[src/rtl/core/hsvg_pkg.sv]
// ----------------------------------------------------------------------------
// hsvg_pkg
// shared constants, register codes and item types of the hsv gradient row
// color block
// ----------------------------------------------------------------------------
package hsvg_pkg;

   // gradient height in rows
   localparam int unsigned Rows = 220;

   localparam int unsigned FracOne    = 1000;
   localparam int unsigned SectorSpan = 600;
   localparam int unsigned Full       = 255;

   localparam int unsigned RowW  = 8;
   localparam int unsigned HueW  = 12;
   localparam int unsigned SumW  = HueW + 1;
   localparam int unsigned FracW = 10;
   localparam int unsigned PartW = 10;
   localparam int unsigned ChanW = 8;
   localparam int unsigned PixW  = 16;

   // row compare against the height, wide enough for up to 1024 rows
   localparam logic [10:0] RowsCmp = 11'(Rows);

   // row * 1000 / Rows as a multiply by a rounded-up reciprocal
   localparam int unsigned     FracShift   = 20;
   localparam int unsigned     FracMulW    = 30;
   localparam longint unsigned FracMulWide =
      ((longint'(FracOne) << FracShift) + longint'(Rows) - 1) / longint'(Rows);
   localparam logic [FracMulW-1:0] FracMul = FracMulW'(FracMulWide);

   // x / 1000 for x below 2**22
   localparam int unsigned     ThouShift   = 32;
   localparam int unsigned     ThouMulW    = 23;
   localparam longint unsigned ThouMulWide =
      ((64'd1 << ThouShift) + longint'(FracOne) - 1) / longint'(FracOne);
   localparam logic [ThouMulW-1:0] ThouMul = ThouMulW'(ThouMulWide);

   // hue / 600 for a 13-bit hue
   localparam int unsigned     SecShift   = 23;
   localparam int unsigned     SecMulW    = 14;
   localparam longint unsigned SecMulWide =
      ((64'd1 << SecShift) + longint'(SectorSpan) - 1) / longint'(SectorSpan);
   localparam logic [SecMulW-1:0] SecMul = SecMulW'(SecMulWide);

   // x / 600 for x below 2**18
   localparam int unsigned     SpanShift   = 28;
   localparam int unsigned     SpanMulW    = 19;
   localparam longint unsigned SpanMulWide =
      ((64'd1 << SpanShift) + longint'(SectorSpan) - 1) / longint'(SectorSpan);
   localparam logic [SpanMulW-1:0] SpanMul = SpanMulW'(SpanMulWide);

   // x / 255 for x below 2**16
   localparam int unsigned     FullShift   = 24;
   localparam int unsigned     FullMulW    = 17;
   localparam longint unsigned FullMulWide =
      ((64'd1 << FullShift) + longint'(Full) - 1) / longint'(Full);
   localparam logic [FullMulW-1:0] FullMul = FullMulW'(FullMulWide);

   // color wheel sectors
   localparam logic [2:0] SectorRedYellow   = 3'd0;
   localparam logic [2:0] SectorYellowGreen = 3'd1;
   localparam logic [2:0] SectorGreenCyan   = 3'd2;
   localparam logic [2:0] SectorCyanBlue    = 3'd3;
   localparam logic [2:0] SectorBlueMagenta = 3'd4;
   localparam logic [2:0] SectorMagentaRed  = 3'd5;

   // register indexes
   localparam int unsigned CsrIndexW = 2;
   localparam int unsigned CsrDataW  = 12;
   localparam logic [CsrIndexW-1:0] CsrHueStart   = 2'd0;
   localparam logic [CsrIndexW-1:0] CsrHueEnd     = 2'd1;
   localparam logic [CsrIndexW-1:0] CsrSaturation = 2'd2;
   localparam logic [CsrIndexW-1:0] CsrBrightness = 2'd3;

   localparam logic [HueW-1:0]  HueStartReset   = 12'd0;
   localparam logic [HueW-1:0]  HueEndReset     = 12'd1800;
   localparam logic [ChanW-1:0] SaturationReset = 8'd255;
   localparam logic [ChanW-1:0] BrightnessReset = 8'd255;

   typedef struct packed {
      logic [HueW-1:0]  hue_start;
      logic [HueW-1:0]  hue_end;
      logic [ChanW-1:0] saturation;
      logic [ChanW-1:0] brightness;
   } cfg_type;

   typedef struct packed {
      logic [SumW-1:0] hue;
   } hue_item_type;

   typedef struct packed {
      logic [2:0]       sector;
      logic [PartW-1:0] part;
   } sect_item_type;

endpackage

[src/rtl/core/hsvg_if.sv]
// ----------------------------------------------------------------------------
// hsvg_if
// valid/ready channels of the hsv gradient row color block
// ----------------------------------------------------------------------------
interface hsvg_req_if;
   logic                        valid;
   logic                        ready;
   logic [hsvg_pkg::RowW-1:0]   row_index;

   modport source (output valid, output row_index, input ready);
   modport sink   (input valid, input row_index, output ready);
endinterface

interface hsvg_rsp_if;
   logic                        valid;
   logic                        ready;
   logic [hsvg_pkg::ChanW-1:0]  red_level;
   logic [hsvg_pkg::ChanW-1:0]  green_level;
   logic [hsvg_pkg::ChanW-1:0]  blue_level;
   logic [hsvg_pkg::PixW-1:0]   packed_565;

   modport source (output valid, output red_level, output green_level,
                   output blue_level, output packed_565, input ready);
   modport sink   (input valid, input red_level, input green_level,
                   input blue_level, input packed_565, output ready);
endinterface

[src/rtl/core/hsv_gradient_row_color_top.sv]
// ----------------------------------------------------------------------------
// hsv_gradient_row_color_top
// row index to hsv gradient color, as 8-bit channels and packed rgb565
//
// req_chan carries one row index per item; rsp_chan returns one color item
// for every request item, in order. The hue moves from hue_start at row 0
// toward hue_end at the last row; saturation and brightness apply to all.
// Registers are written through csr_write_en / csr_index / csr_write_data,
// one register per cycle; the user must write them only while no item is
// in flight, which the block itself does not enforce. The pipeline has five
// stages of hue interpolation, two of sector split and five of color
// conversion. Throughput is one item per clock while the output is not
// held; every stage has its own valid bit, so bubbles are squeezed out
// and new items are taken while a finished one waits at the output.
// When rsp_chan.ready is low the pipeline fills up and then req_chan.ready
// drops; nothing is lost or repeated. Synchronous reset empties the
// pipeline and sets hue 0 to 1800, saturation 255, brightness 255.
// ----------------------------------------------------------------------------
module hsv_gradient_row_color_top (
   input  logic                                 clock,
   input  logic                                 reset,
   hsvg_req_if.sink                             req_chan,
   hsvg_rsp_if.source                           rsp_chan,
   input  logic                                 csr_write_en,
   input  logic [hsvg_pkg::CsrIndexW-1:0]       csr_index,
   input  logic [hsvg_pkg::CsrDataW-1:0]        csr_write_data
);

   logic [hsvg_pkg::HueW-1:0]  hue_start_ff;
   logic [hsvg_pkg::HueW-1:0]  hue_end_ff;
   logic [hsvg_pkg::ChanW-1:0] saturation_ff;
   logic [hsvg_pkg::ChanW-1:0] brightness_ff;

   hsvg_pkg::cfg_type          cfg;
   hsvg_pkg::hue_item_type     hue_item;
   hsvg_pkg::sect_item_type    sect_item;
   logic                       hue_valid, hue_ready;
   logic                       sect_valid, sect_ready;

   always_ff @(posedge clock) begin
      if (reset) begin
         hue_start_ff  <= hsvg_pkg::HueStartReset;
         hue_end_ff    <= hsvg_pkg::HueEndReset;
         saturation_ff <= hsvg_pkg::SaturationReset;
         brightness_ff <= hsvg_pkg::BrightnessReset;
      end else if (csr_write_en) begin
         case (csr_index)
            hsvg_pkg::CsrHueStart:   hue_start_ff  <= csr_write_data;
            hsvg_pkg::CsrHueEnd:     hue_end_ff    <= csr_write_data;
            hsvg_pkg::CsrSaturation: saturation_ff <= csr_write_data[hsvg_pkg::ChanW-1:0];
            hsvg_pkg::CsrBrightness: brightness_ff <= csr_write_data[hsvg_pkg::ChanW-1:0];
            default: begin
            end
         endcase
      end
   end

   always_comb begin
      cfg.hue_start  = hue_start_ff;
      cfg.hue_end    = hue_end_ff;
      cfg.saturation = saturation_ff;
      cfg.brightness = brightness_ff;
   end

   hsvg_hue_interp u_hue_interp (
      .clock     (clock),
      .reset     (reset),
      .cfg       (cfg),
      .up_valid  (req_chan.valid),
      .up_ready  (req_chan.ready),
      .row_index (req_chan.row_index),
      .dn_valid  (hue_valid),
      .dn_ready  (hue_ready),
      .dn_item   (hue_item)
   );

   hsvg_sector u_sector (
      .clock    (clock),
      .reset    (reset),
      .up_valid (hue_valid),
      .up_ready (hue_ready),
      .up_item  (hue_item),
      .dn_valid (sect_valid),
      .dn_ready (sect_ready),
      .dn_item  (sect_item)
   );

   hsvg_rgb u_rgb (
      .clock       (clock),
      .reset       (reset),
      .cfg         (cfg),
      .up_valid    (sect_valid),
      .up_ready    (sect_ready),
      .up_item     (sect_item),
      .dn_valid    (rsp_chan.valid),
      .dn_ready    (rsp_chan.ready),
      .red_level   (rsp_chan.red_level),
      .green_level (rsp_chan.green_level),
      .blue_level  (rsp_chan.blue_level),
      .packed_565  (rsp_chan.packed_565)
   );

   empty_after_reset: assert property (@(posedge clock)
      reset |=> (!rsp_chan.valid && req_chan.ready))
      else $error("pipeline not empty after reset");

endmodule

[src/rtl/core/hsvg_hue_interp.sv]
// ----------------------------------------------------------------------------
// hsvg_hue_interp
// five-stage pipeline from row index to interpolated hue
// ----------------------------------------------------------------------------
module hsvg_hue_interp (
   input  logic                        clock,
   input  logic                        reset,
   input  hsvg_pkg::cfg_type           cfg,
   input  logic                        up_valid,
   output logic                        up_ready,
   input  logic [hsvg_pkg::RowW-1:0]   row_index,
   output logic                        dn_valid,
   input  logic                        dn_ready,
   output hsvg_pkg::hue_item_type      dn_item
);

   logic [4:0] v_ff;
   logic [4:0] adv;

   logic                                         row_ge_ff;
   logic [hsvg_pkg::RowW+hsvg_pkg::FracMulW-1:0] fprod_ff;
   logic [hsvg_pkg::FracW-1:0]                   frac_ff;
   logic                                         down2_ff;
   logic [hsvg_pkg::HueW-1:0]                    start2_ff;
   logic [hsvg_pkg::HueW+hsvg_pkg::FracW-1:0]    mprod_ff;
   logic                                         down3_ff;
   logic [hsvg_pkg::HueW-1:0]                    start3_ff;
   logic [hsvg_pkg::HueW+hsvg_pkg::FracW+hsvg_pkg::ThouMulW-1:0] qprod_ff;
   logic [hsvg_pkg::SumW-1:0]                    hue_ff;

   logic                       down_in;
   logic [hsvg_pkg::HueW-1:0]  diff_in;
   logic [hsvg_pkg::HueW-1:0]  mag_in;
   logic [hsvg_pkg::SumW-1:0]  hue_in;

   always_comb begin
      adv[4] = !v_ff[4] || dn_ready;
      adv[3] = !v_ff[3] || adv[4];
      adv[2] = !v_ff[2] || adv[3];
      adv[1] = !v_ff[1] || adv[2];
      adv[0] = !v_ff[0] || adv[1];
   end

   assign up_ready = adv[0];
   assign dn_valid = v_ff[4];
   assign dn_item.hue = hue_ff;

   always_comb begin
      down_in = cfg.hue_end < cfg.hue_start;
      diff_in = down_in ? (cfg.hue_start - cfg.hue_end) : (cfg.hue_end - cfg.hue_start);
      mag_in  = qprod_ff[hsvg_pkg::ThouShift +: hsvg_pkg::HueW];
      if (down3_ff) begin
         hue_in = {1'b0, start3_ff} - {1'b0, mag_in};
      end else begin
         hue_in = {1'b0, start3_ff} + {1'b0, mag_in};
      end
   end

   always_ff @(posedge clock) begin
      if (reset) begin
         v_ff <= '0;
      end else begin
         if (adv[0]) v_ff[0] <= up_valid;
         if (adv[1]) v_ff[1] <= v_ff[0];
         if (adv[2]) v_ff[2] <= v_ff[1];
         if (adv[3]) v_ff[3] <= v_ff[2];
         if (adv[4]) v_ff[4] <= v_ff[3];
      end
   end

   always_ff @(posedge clock) begin
      if (adv[0]) begin
         row_ge_ff <= {3'b000, row_index} >= hsvg_pkg::RowsCmp;
         fprod_ff  <= row_index * hsvg_pkg::FracMul;
      end
      if (adv[1]) begin
         frac_ff <= row_ge_ff ? hsvg_pkg::FracW'(hsvg_pkg::FracOne)
                              : fprod_ff[hsvg_pkg::FracShift +: hsvg_pkg::FracW];
      end
      if (adv[2]) begin
         down2_ff  <= down_in;
         start2_ff <= cfg.hue_start;
         mprod_ff  <= diff_in * frac_ff;
      end
      if (adv[3]) begin
         down3_ff  <= down2_ff;
         start3_ff <= start2_ff;
         qprod_ff  <= mprod_ff * hsvg_pkg::ThouMul;
      end
      if (adv[4]) begin
         hue_ff <= hue_in;
      end
   end

   frac_range: assert property (@(posedge clock) disable iff (reset)
      v_ff[1] |-> (frac_ff <= hsvg_pkg::FracW'(hsvg_pkg::FracOne)))
      else $error("row fraction above one");

endmodule

[src/rtl/core/hsvg_sector.sv]
// ----------------------------------------------------------------------------
// hsvg_sector
// two-stage split of a hue into wheel sector and position within the sector
// ----------------------------------------------------------------------------
module hsvg_sector (
   input  logic                        clock,
   input  logic                        reset,
   input  logic                        up_valid,
   output logic                        up_ready,
   input  hsvg_pkg::hue_item_type      up_item,
   output logic                        dn_valid,
   input  logic                        dn_ready,
   output hsvg_pkg::sect_item_type     dn_item
);

   logic [1:0] v_ff;
   logic [1:0] adv;

   logic [hsvg_pkg::SumW-1:0]                   hue_ff;
   logic [hsvg_pkg::SumW+hsvg_pkg::SecMulW-1:0] hprod_ff;
   logic [2:0]                                  sector_ff;
   logic [hsvg_pkg::PartW-1:0]                  part_ff;

   logic [3:0]                 quot_in;
   logic [hsvg_pkg::SumW-1:0]  base_in;
   logic [hsvg_pkg::SumW-1:0]  rem_in;
   logic [2:0]                 sector_in;

   always_comb begin
      adv[1] = !v_ff[1] || dn_ready;
      adv[0] = !v_ff[0] || adv[1];
   end

   assign up_ready = adv[0];
   assign dn_valid = v_ff[1];
   assign dn_item.sector = sector_ff;
   assign dn_item.part   = part_ff;

   always_comb begin
      quot_in = hprod_ff[hsvg_pkg::SecShift +: 4];
      base_in = hsvg_pkg::SumW'(quot_in * hsvg_pkg::SectorSpan);
      rem_in  = hue_ff - base_in;
      // wheel wraps every six sectors
      if (quot_in >= 4'd12) begin
         sector_in = 3'(quot_in - 4'd12);
      end else if (quot_in >= 4'd6) begin
         sector_in = 3'(quot_in - 4'd6);
      end else begin
         sector_in = quot_in[2:0];
      end
   end

   always_ff @(posedge clock) begin
      if (reset) begin
         v_ff <= '0;
      end else begin
         if (adv[0]) v_ff[0] <= up_valid;
         if (adv[1]) v_ff[1] <= v_ff[0];
      end
   end

   always_ff @(posedge clock) begin
      if (adv[0]) begin
         hue_ff   <= up_item.hue;
         hprod_ff <= up_item.hue * hsvg_pkg::SecMul;
      end
      if (adv[1]) begin
         sector_ff <= sector_in;
         part_ff   <= rem_in[hsvg_pkg::PartW-1:0];
      end
   end

   part_range: assert property (@(posedge clock) disable iff (reset)
      v_ff[1] |-> (part_ff < hsvg_pkg::PartW'(hsvg_pkg::SectorSpan)))
      else $error("sector position out of range");

   sector_range: assert property (@(posedge clock) disable iff (reset)
      v_ff[1] |-> (sector_ff <= hsvg_pkg::SectorMagentaRed))
      else $error("sector code out of range");

endmodule

[src/rtl/core/hsvg_rgb.sv]
// ----------------------------------------------------------------------------
// hsvg_rgb
// five-stage conversion of sector, position, saturation and brightness
// to 8-bit channels and the packed 565 color
// ----------------------------------------------------------------------------
module hsvg_rgb (
   input  logic                        clock,
   input  logic                        reset,
   input  hsvg_pkg::cfg_type           cfg,
   input  logic                        up_valid,
   output logic                        up_ready,
   input  hsvg_pkg::sect_item_type     up_item,
   output logic                        dn_valid,
   input  logic                        dn_ready,
   output logic [hsvg_pkg::ChanW-1:0]  red_level,
   output logic [hsvg_pkg::ChanW-1:0]  green_level,
   output logic [hsvg_pkg::ChanW-1:0]  blue_level,
   output logic [hsvg_pkg::PixW-1:0]   packed_565
);

   localparam int unsigned ProdW = 18;
   localparam int unsigned NumW  = 16;

   logic [4:0] v_ff;
   logic [4:0] adv;

   logic [2:0]                 sec0_ff, sec1_ff, sec2_ff, sec3_ff;
   logic [hsvg_pkg::ChanW-1:0] val0_ff, val1_ff, val2_ff, val3_ff;
   logic [ProdW-1:0]           sp_ff, sq_ff;
   logic [NumW-1:0]            lon_ff;
   logic [ProdW+hsvg_pkg::SpanMulW-1:0] aprod_ff, bprod_ff;
   logic [NumW+hsvg_pkg::FullMulW-1:0]  loprod_ff;
   logic [NumW-1:0]            dnn_ff, upn_ff;
   logic [hsvg_pkg::ChanW-1:0] lo2_ff, lo3_ff;
   logic [NumW+hsvg_pkg::FullMulW-1:0]  dnprod_ff, upprod_ff;
   logic [hsvg_pkg::ChanW-1:0] red_ff, green_ff, blue_ff;
   logic [hsvg_pkg::PixW-1:0]  packed_ff;

   logic [hsvg_pkg::PartW-1:0] rest_in;
   logic [hsvg_pkg::ChanW-1:0] a_in, b_in, dn_in, up_in;
   logic [hsvg_pkg::ChanW-1:0] red_in, green_in, blue_in;

   always_comb begin
      adv[4] = !v_ff[4] || dn_ready;
      adv[3] = !v_ff[3] || adv[4];
      adv[2] = !v_ff[2] || adv[3];
      adv[1] = !v_ff[1] || adv[2];
      adv[0] = !v_ff[0] || adv[1];
   end

   assign up_ready    = adv[0];
   assign dn_valid    = v_ff[4];
   assign red_level   = red_ff;
   assign green_level = green_ff;
   assign blue_level  = blue_ff;
   assign packed_565  = packed_ff;

   always_comb begin
      rest_in = hsvg_pkg::PartW'(hsvg_pkg::SectorSpan) - up_item.part;
      a_in    = aprod_ff[hsvg_pkg::SpanShift +: hsvg_pkg::ChanW];
      b_in    = bprod_ff[hsvg_pkg::SpanShift +: hsvg_pkg::ChanW];
      dn_in   = dnprod_ff[hsvg_pkg::FullShift +: hsvg_pkg::ChanW];
      up_in   = upprod_ff[hsvg_pkg::FullShift +: hsvg_pkg::ChanW];
      case (sec3_ff)
         hsvg_pkg::SectorRedYellow: begin
            red_in = val3_ff; green_in = up_in;   blue_in = lo3_ff;
         end
         hsvg_pkg::SectorYellowGreen: begin
            red_in = dn_in;   green_in = val3_ff; blue_in = lo3_ff;
         end
         hsvg_pkg::SectorGreenCyan: begin
            red_in = lo3_ff;  green_in = val3_ff; blue_in = up_in;
         end
         hsvg_pkg::SectorCyanBlue: begin
            red_in = lo3_ff;  green_in = dn_in;   blue_in = val3_ff;
         end
         hsvg_pkg::SectorBlueMagenta: begin
            red_in = up_in;   green_in = lo3_ff;  blue_in = val3_ff;
         end
         default: begin
            red_in = val3_ff; green_in = lo3_ff;  blue_in = dn_in;
         end
      endcase
   end

   always_ff @(posedge clock) begin
      if (reset) begin
         v_ff <= '0;
      end else begin
         if (adv[0]) v_ff[0] <= up_valid;
         if (adv[1]) v_ff[1] <= v_ff[0];
         if (adv[2]) v_ff[2] <= v_ff[1];
         if (adv[3]) v_ff[3] <= v_ff[2];
         if (adv[4]) v_ff[4] <= v_ff[3];
      end
   end

   always_ff @(posedge clock) begin
      if (adv[0]) begin
         sec0_ff <= up_item.sector;
         val0_ff <= cfg.brightness;
         sp_ff   <= cfg.saturation * up_item.part;
         sq_ff   <= cfg.saturation * rest_in;
         lon_ff  <= cfg.brightness * (hsvg_pkg::ChanW'(hsvg_pkg::Full) - cfg.saturation);
      end
      if (adv[1]) begin
         sec1_ff   <= sec0_ff;
         val1_ff   <= val0_ff;
         aprod_ff  <= sp_ff * hsvg_pkg::SpanMul;
         bprod_ff  <= sq_ff * hsvg_pkg::SpanMul;
         loprod_ff <= lon_ff * hsvg_pkg::FullMul;
      end
      if (adv[2]) begin
         sec2_ff <= sec1_ff;
         val2_ff <= val1_ff;
         lo2_ff  <= loprod_ff[hsvg_pkg::FullShift +: hsvg_pkg::ChanW];
         dnn_ff  <= val1_ff * (hsvg_pkg::ChanW'(hsvg_pkg::Full) - a_in);
         upn_ff  <= val1_ff * (hsvg_pkg::ChanW'(hsvg_pkg::Full) - b_in);
      end
      if (adv[3]) begin
         sec3_ff   <= sec2_ff;
         val3_ff   <= val2_ff;
         lo3_ff    <= lo2_ff;
         dnprod_ff <= dnn_ff * hsvg_pkg::FullMul;
         upprod_ff <= upn_ff * hsvg_pkg::FullMul;
      end
      if (adv[4]) begin
         red_ff    <= red_in;
         green_ff  <= green_in;
         blue_ff   <= blue_in;
         packed_ff <= {red_in[7:3], green_in[7:2], blue_in[7:3]};
      end
   end

   low_below_ramps: assert property (@(posedge clock) disable iff (reset)
      v_ff[3] |-> ((lo3_ff <= dn_in) && (lo3_ff <= up_in) && (dn_in <= val3_ff)))
      else $error("channel ordering broken");

endmodule
[src/flat_wrapper.sv]
// flat-port wrapper written by rule: the top's interface ports become plain ports
module hsv_gradient_row_color_top_flat 
  (clock, reset, csr_write_en, csr_index, csr_write_data, req_chan_valid, req_chan_row_index, req_chan_ready, rsp_chan_valid, rsp_chan_red_level, rsp_chan_green_level, rsp_chan_blue_level, rsp_chan_packed_565, rsp_chan_ready);
  hsvg_req_if req_chan_i ();
  hsvg_rsp_if rsp_chan_i ();
  input  logic clock;
  input  logic reset;
  input  logic csr_write_en;
  input  logic [hsvg_pkg::CsrIndexW-1:0] csr_index;
  input  logic [hsvg_pkg::CsrDataW-1:0] csr_write_data;
  input wire logic [$bits(req_chan_i.valid)-1:0] req_chan_valid;
  input wire logic [$bits(req_chan_i.row_index)-1:0] req_chan_row_index;
  output wire logic [$bits(req_chan_i.ready)-1:0] req_chan_ready;
  output wire logic [$bits(rsp_chan_i.valid)-1:0] rsp_chan_valid;
  output wire logic [$bits(rsp_chan_i.red_level)-1:0] rsp_chan_red_level;
  output wire logic [$bits(rsp_chan_i.green_level)-1:0] rsp_chan_green_level;
  output wire logic [$bits(rsp_chan_i.blue_level)-1:0] rsp_chan_blue_level;
  output wire logic [$bits(rsp_chan_i.packed_565)-1:0] rsp_chan_packed_565;
  input wire logic [$bits(rsp_chan_i.ready)-1:0] rsp_chan_ready;
  assign req_chan_i.valid = req_chan_valid;
  assign req_chan_i.row_index = req_chan_row_index;
  assign req_chan_ready = req_chan_i.ready;
  assign rsp_chan_valid = rsp_chan_i.valid;
  assign rsp_chan_red_level = rsp_chan_i.red_level;
  assign rsp_chan_green_level = rsp_chan_i.green_level;
  assign rsp_chan_blue_level = rsp_chan_i.blue_level;
  assign rsp_chan_packed_565 = rsp_chan_i.packed_565;
  assign rsp_chan_i.ready = rsp_chan_ready;
  hsv_gradient_row_color_top u_core (.clock(clock), .reset(reset), .req_chan(req_chan_i), .rsp_chan(rsp_chan_i), .csr_write_en(csr_write_en), .csr_index(csr_index), .csr_write_data(csr_write_data));
endmodule
[config.mk]
export PLATFORM = sky130hd
export DESIGN_NAME = hsv_gradient_row_color_top_flat
export DESIGN_NICKNAME = d
export VERILOG_FILES = /design/src/rtl/core/hsvg_pkg.sv /design/src/rtl/core/hsvg_if.sv /design/src/rtl/core/hsv_gradient_row_color_top.sv /design/src/rtl/core/hsvg_hue_interp.sv /design/src/rtl/core/hsvg_sector.sv /design/src/rtl/core/hsvg_rgb.sv /design/src/flat_wrapper.sv
export SDC_FILE = /design/constraint.sdc
export NUM_CORES = 2
export LEC_CHECK = 0
export BUFFER_PORTS_ARGS = -buffer_cell sky130_fd_sc_hd__buf_4
export CAP_MARGIN = 10
export CORE_UTILIZATION = 39
export CTS_BUF_LIST = sky130_fd_sc_hd__clkbuf_8
export CTS_CLUSTER_DIAMETER = 40
export CTS_CLUSTER_SIZE = 25
export DETAILED_ROUTE_END_ITERATION = 8
export PLACE_DENSITY_LB_ADDON = 0.1
export SLEW_MARGIN = 20
export SYNTH_ARGS = -nofsm -noshare
export SYNTH_HDL_FRONTEND = slang
export SYNTH_SLANG_ARGS = --single-unit
[constraint.sdc]
create_clock -name clock -period 10.5 [get_ports clock]
set_input_delay 0.525 -clock clock [delete_from_list [all_inputs] [get_ports clock]]
set_output_delay 0.525 -clock clock [all_outputs]
set_load 0.05 [all_outputs]
; ---- After elaboration in Yosys (flattened, before gate mapping)
; Cells that the tools add are included.
[totals]
ff_bits = 593
input_bits = 27
output_inout_bits = 42
[op_classes]
add_sub_neg = 11
multipliers = 15
magnitude_cmp = 4
eq_ne = 7
muxes = 7
n_reduce_logical = 34
[op_table]
columns = cell, count
row1 = multiplier 16 x 16 -> 31 bit (second input constant), 3
row2 = multiplier 18 x 19 -> 36 bit (second input constant), 2
row3 = one-hot mux 8 bit (3 select lines), 3
row4 = multiplier 9 x 9 -> 16 bit, 3
row5 = multiplier 22 x 20 -> 41 bit (second input constant), 1
row6 = multiplier 8 x 10 -> 18 bit, 2
row7 = multiplier 8 x 23 -> 30 bit (second input constant), 1
row8 = subtractor 8 x 8 -> 9 bit (first input constant), 3
row9 = multiplier 13 x 13 -> 26 bit (second input constant), 1
row10 = subtractor 12 bit, 2
row11 = multiplier 12 x 10 -> 22 bit, 1
row12 = adder 12 x 12 -> 13 bit, 1
row13 = two-way mux 13 bit, 1
row14 = subtractor 12 x 12 -> 13 bit, 1
row15 = zero test 1 bit, 12
row16 = logical OR 1 bit, 12
row17 = < comparator 12 bit, 1
row18 = two-way mux 12 bit, 1
row19 = subtractor 10 bit, 1
row20 = subtractor 10 bit (first input constant), 1
row21 = greater-or-equal comparator 8 bit (second input constant), 1
row22 = AND reduction 2 bit, 4
row23 = OR reduction 2 bit, 4
row24 = multiplier 4 x 7 -> 7 bit (second input constant), 1
row25 = 11 further kinds, 15

; ---- Depth between registers and ports, before layout
[depth]
ltp_word = 13
ltp_mapped = 33
ltp_nobuf = 32

; ---- By module
; Synthesis repeated with hierarchy kept, for this count alone.
[unflattened]
hier_cells = 5307
hier_area_um2 = 55260.5
[by_module_without_submodules]
columns = module, instances, cells_each, area_per_inst_um2, seq_area_each_um2
row1 = hsvg_rgb, 1, 3069, 32394.8, 6316.1
row2 = hsvg_hue_interp, 1, 1634, 16562.1, 2922.8
row3 = hsvg_sector, 1, 444, 4693.3, 850.8
row4 = hsv_gradient_row_color_top, 1, 160, 1610.3, 800.8

; ---- Worst setup path before layout
; Ideal clock, no wire load.
[synth_path]
kind = register to register
startpoint = reg u_core.hue_end_ff[0] (netlist bit)
endpoint = reg u_core.u_hue_interp.mprod_ff[20] (netlist bit), data pin
setup_ps = 263
arrival_ps = 6974
slack_ps = 3263
stages_incl_launch_ff = 30
n_path_buf = 0
period_less_slack_ps = 7237
cell_sequence = dfxtp_1 -> inv_1 -> ha_1 -> inv_1 -> fa_1 -> a21o_1 -> a21o_1 -> a2111o_1 -> and3_4 -> or3_1 -> a32oi_2 -> xnor2_2 -> nand2_1 -> fa_1 -> inv_1 -> fa_1 -> inv_1 -> fa_1 -> inv_1 -> fa_1 -> inv_1 -> fa_1 -> inv_1 -> ha_1 -> or2_2 -> a21oi_1 -> o311a_1 -> o21ai_1 -> a311oi_1 -> xnor2_1
[synth_via]
elab_chain_len = 3
word_cells_on_any_way = 5
classes_between = 2 x add/sub / 1 x mul / 1 x order compare / 1 x mux
[synth_lines]
columns = element, line_no
row1 = "start, declared", hsv_gradient_row_color_top.sv:30  ; logic [hsvg_pkg::HueW-1:0] hue_end_ff;
row2 = "start signal, assigned", hsv_gradient_row_color_top.sv:43  ; hue_end_ff <= hsvg_pkg::HueEndReset;
row3 = "start signal, assigned", hsv_gradient_row_color_top.sv:49  ; hsvg_pkg::CsrHueEnd: hue_end_ff <= csr_write_data;
row4 = subtractor 12 bit / < comparator 12 bit (equally long branches), "hsvg_hue_interp.sv:50, hsvg_hue_interp.sv:49"
row5 = two-way mux 12 bit (*), hsvg_hue_interp.sv:50  ; diff_in = down_in ? (cfg.hue_start - cfg.hue_end) : (cfg.hue_end - cfg.hue_start);
row6 = multiplier 12 x 10 -> 22 bit (*), hsvg_hue_interp.sv:83  ; mprod_ff <= diff_in * frac_ff;
row7 = "end signal, assigned", hsvg_hue_interp.sv:83
row8 = "end, declared", hsvg_hue_interp.sv:25  ; logic [hsvg_pkg::HueW+hsvg_pkg::FracW-1:0] mprod_ff;
; Every way passes the cells marked *; elsewhere a longest branch is shown, timed or not.
; A chain may end at the register's enable or synchronous reset.

; ---- Worst setup path in the final report
[layout_path]
startpoint = reg u_core.hue_end_ff[0] (netlist bit)
endpoint = reg u_core.u_hue_interp.mprod_ff[21] (netlist bit), data pin
; The elaborated chain is that of the path after synthesis.

==> run metrics <==
area delta synth->final 7.52%; most common cell in the synthesized netlist ha_1; first-pass GRT wire length 201 mm; worst-margin pin slew 1.04 ns; Final ANT Viol Nets 0; CP bufs+invs 3; CTS Buf Count between 60 and 70; Routed Wire Length ~120 mm; drt drc 0; Relative slew margins between 20% and 30%; Worst Path Required roughly 11 ns; top cell type's share of synthesized area 25.8%; Pre-antenna DRT Iters 4; post-synthesis compound-gate area fraction under 10%; die extent in x roughly 380 um; Setup crit end kind register; Nets around 7200; Largest delay share family, worst path adder cells; Synth Register Bits 380; Hold Crit Class input port to register; Hold Vio Cnt, Final 0; largest family of logic cells by synthesized area adder cells; CP max stage cell xnor2_1; CTS tree yes; Mean Syn Cell Area ~10 sq um; final setup fails 0; IO Port Bufs ~70; final slew viol count 0; mux contribution to synthesized area 0.682%; cts repair resizes 0; most frequent cell on the critical path fa_1; number of antenna violations at the first check in global routing 2; leading area contributor after synthesis fa_1; via count of the first global-routing pass around 38000; min Tclk post-route 8.37 ns; Crit Path Class register to register; Clk pin slew, worst setup/hold paths about 0.060 ns; Critical Path Start Type register; sequential share of the synthesized area between 10% and 20%; Post-Synthesis Cells 5258; layout cells sized above 1 under 10%; Synth Area in Simple Gates 10.6%; syn nets approximately 7100; number of flops mapped to enable cells by yosys 328; dpl hpwl between 100 and 150 mm; # rows around 140; CTS Buffer Depth 3; Post-synth ARST share 0%; period utilisation layout 79.8%; Via Count about 35000; CTS H-Tree Depth 3; core area roughly 0.14 sq mm; GRT Overall Usage 17.8%; Synth Cell Area around 0.055 sq mm; ys flop type edfxtp_1; Max FO, Critical Path 16; # IOs between 60 and 70; CTS root buf clkbuf_8; clk_lat worst skew 0.74 ns; Max Fclk between 100 and 150 MHz; DIE HEIGHT between 300 and 400 um; status finished, final reports clean; XOR/XNOR Fraction of Synth Area 2.83%; DR WL/cell approximately 17 um; 1st-iter DRT viols 1289; top cells by instance count after synthesis 1100 x ha_1, 1055 x inv_1, 708 x fa_1, 328 x edfxtp_1, 280 x nand2_1; Post-Synth Adder-Cell Area 50.9%; vias per inst around 5; # clock sinks 380; Die Area approximately 0.14 sq mm; synth warn 0; RSZ-0062 raised after global routing no; GRT overflow 0; largest cells by area after synthesis fa_1 26%, ha_1 25%, edfxtp_1 18%; pin count of the biggest net entering global routing between 50 and 60; Max-cap violations 0; WP data arrival ~8.8 ns; slowest stage delay, CP between 0.7 and 0.8 ns; count of different cell masters after synthesis 80; gpl congestion between 0.8 and 0.9; skew final 0.0686 ns; Initial Util between 30% and 40%; setup tns final 0 ns
-- kinds of logic after synthesis --
kind of cell / count (synthesis)
AOI/OAI and AO/OA: 583
and+or+nand+nor: 1109
adders and majority gates: 1808
muxes: 37
DFF: 380
buffers and inverters: 1166
xor gates and xnor gates: 175
-- registers in the layout, summed over array words and instances (netlist names), 13 cells and up --
name	cells
u_core.u_rgb.dnn_ff	16
u_core.u_rgb.sq_ff	17
u_core.u_rgb.sp_ff	18
u_core.u_rgb.lon_ff	16
u_core.u_hue_interp.dn_item	13
u_core.u_rgb.upn_ff	16
u_core.u_hue_interp.mprod_ff	22
-- worst reg2reg max path, delay by kind of cell (launching register included) --
family,cells,cell delay (ns)
simple gates,3,0.64
fa+ha+maj,8,3.15
flops,1,0.33
xor+xnor,2,0.86
compound gates,11,2.67
buf+inv,3,0.44
-- path summary, 6_finish.rpt --
kind	endpoint	cells past startpoint	slack (ns)	start
setup / recovery	u_core.u_hue_interp.mprod_ff[21]$_DFFE_PP_	27	2.13	u_core.hue_end_ff[0]$_SDFFE_PP0P_
setup reg to reg	u_core.u_hue_interp.mprod_ff[21]$_DFFE_PP_	27	2.13	u_core.hue_end_ff[0]$_SDFFE_PP0P_
hold reg to reg	u_core.u_rgb.lo2_ff[7]$_DFFE_PP_	0	0.38	u_core.u_rgb.loprod_ff[31]$_DFFE_PP_
hold / removal	u_core.brightness_ff[6]$_SDFFE_PP1P_	3	0.10	csr_write_data[6]
-- per-stage QoR --
step	cell area, sq um	worst slack [ns]	utilization (%)	cells	hold WS (ns)
2_1_floorplan	54900	3.26	-	5258	0.400
3_3_place_gp	57500	2.14	41.2	7118	0.402
3_5_place_dp	57500	2.12	41.2	7118	0.405
4_1_cts	59000	2.10	42.3	7250	0.00200
5_1_grt	59000	1.40	42.3	7251	0.0316
6_report	59000	2.13	42.3	7251	0.101
-- cell type report --
class,instances,area [sq um]
Timing Repair Buffer,98,748
Multi-Input combinational cell,3712,39600
Clock inverter,57,533
Inverter,1057,3970
Clock buffer,70,963
Antenna cell,1,2.50
Sequential cell,380,10900
Tap cell,1876,2350
Fill cell,13800,80500
-- what timing repair did --
action,in CTS,in global routing
buffers inserted,0,0
hold endpoints to repair,10,0
hold buffers,5,0
-- routing by layer --
| metal | wire, um | global-route usage, % | part of all wire, % | up-vias |
|---|---|---|---|---|
| met5 | 0 | 0 | 0 | - |
| met4 | 2740 | 4.35 | 2.3 | 0 |
| met3 | 2780 | 1.98 | 2.3 | 141 |
| met2 | 60000 | 31.3 | 49 | 370 |
| met1 | 56300 | 23.3 | 46 | 17300 |
| li1 | - | - | - | 17500 |
-- cell usage in the layout (no fill, tap or decap), drive strengths merged, types with 8 or more instances in the layout --
cell type,count
nor2b,155
nand4,36
edfxtp,328
and2,131
nor2,152
a31oi,21
and3,35
clkbuf,70
a211oi,34
a21boi,27
a31o,10
or3,23
or2,23
xor2,47
a211o,14
inv,1088
clkinv,17
dfxtp,52
o2111ai,11
nor3,53
a21oi,170
o21bai,20
o211a,8
buf,93
mux2i,34
nand3b,19
o311ai,9
xnor2,128
nand3,62
o21ai,98
o211ai,11
ha,1100
o21a,20
nand2b,106
fa,708
nand2,281
a2111oi,13
nor4,10
a21o,65
Power is not shown: default switching activity piles up to over one toggle a cycle in this logic, so the estimate is an artifact.
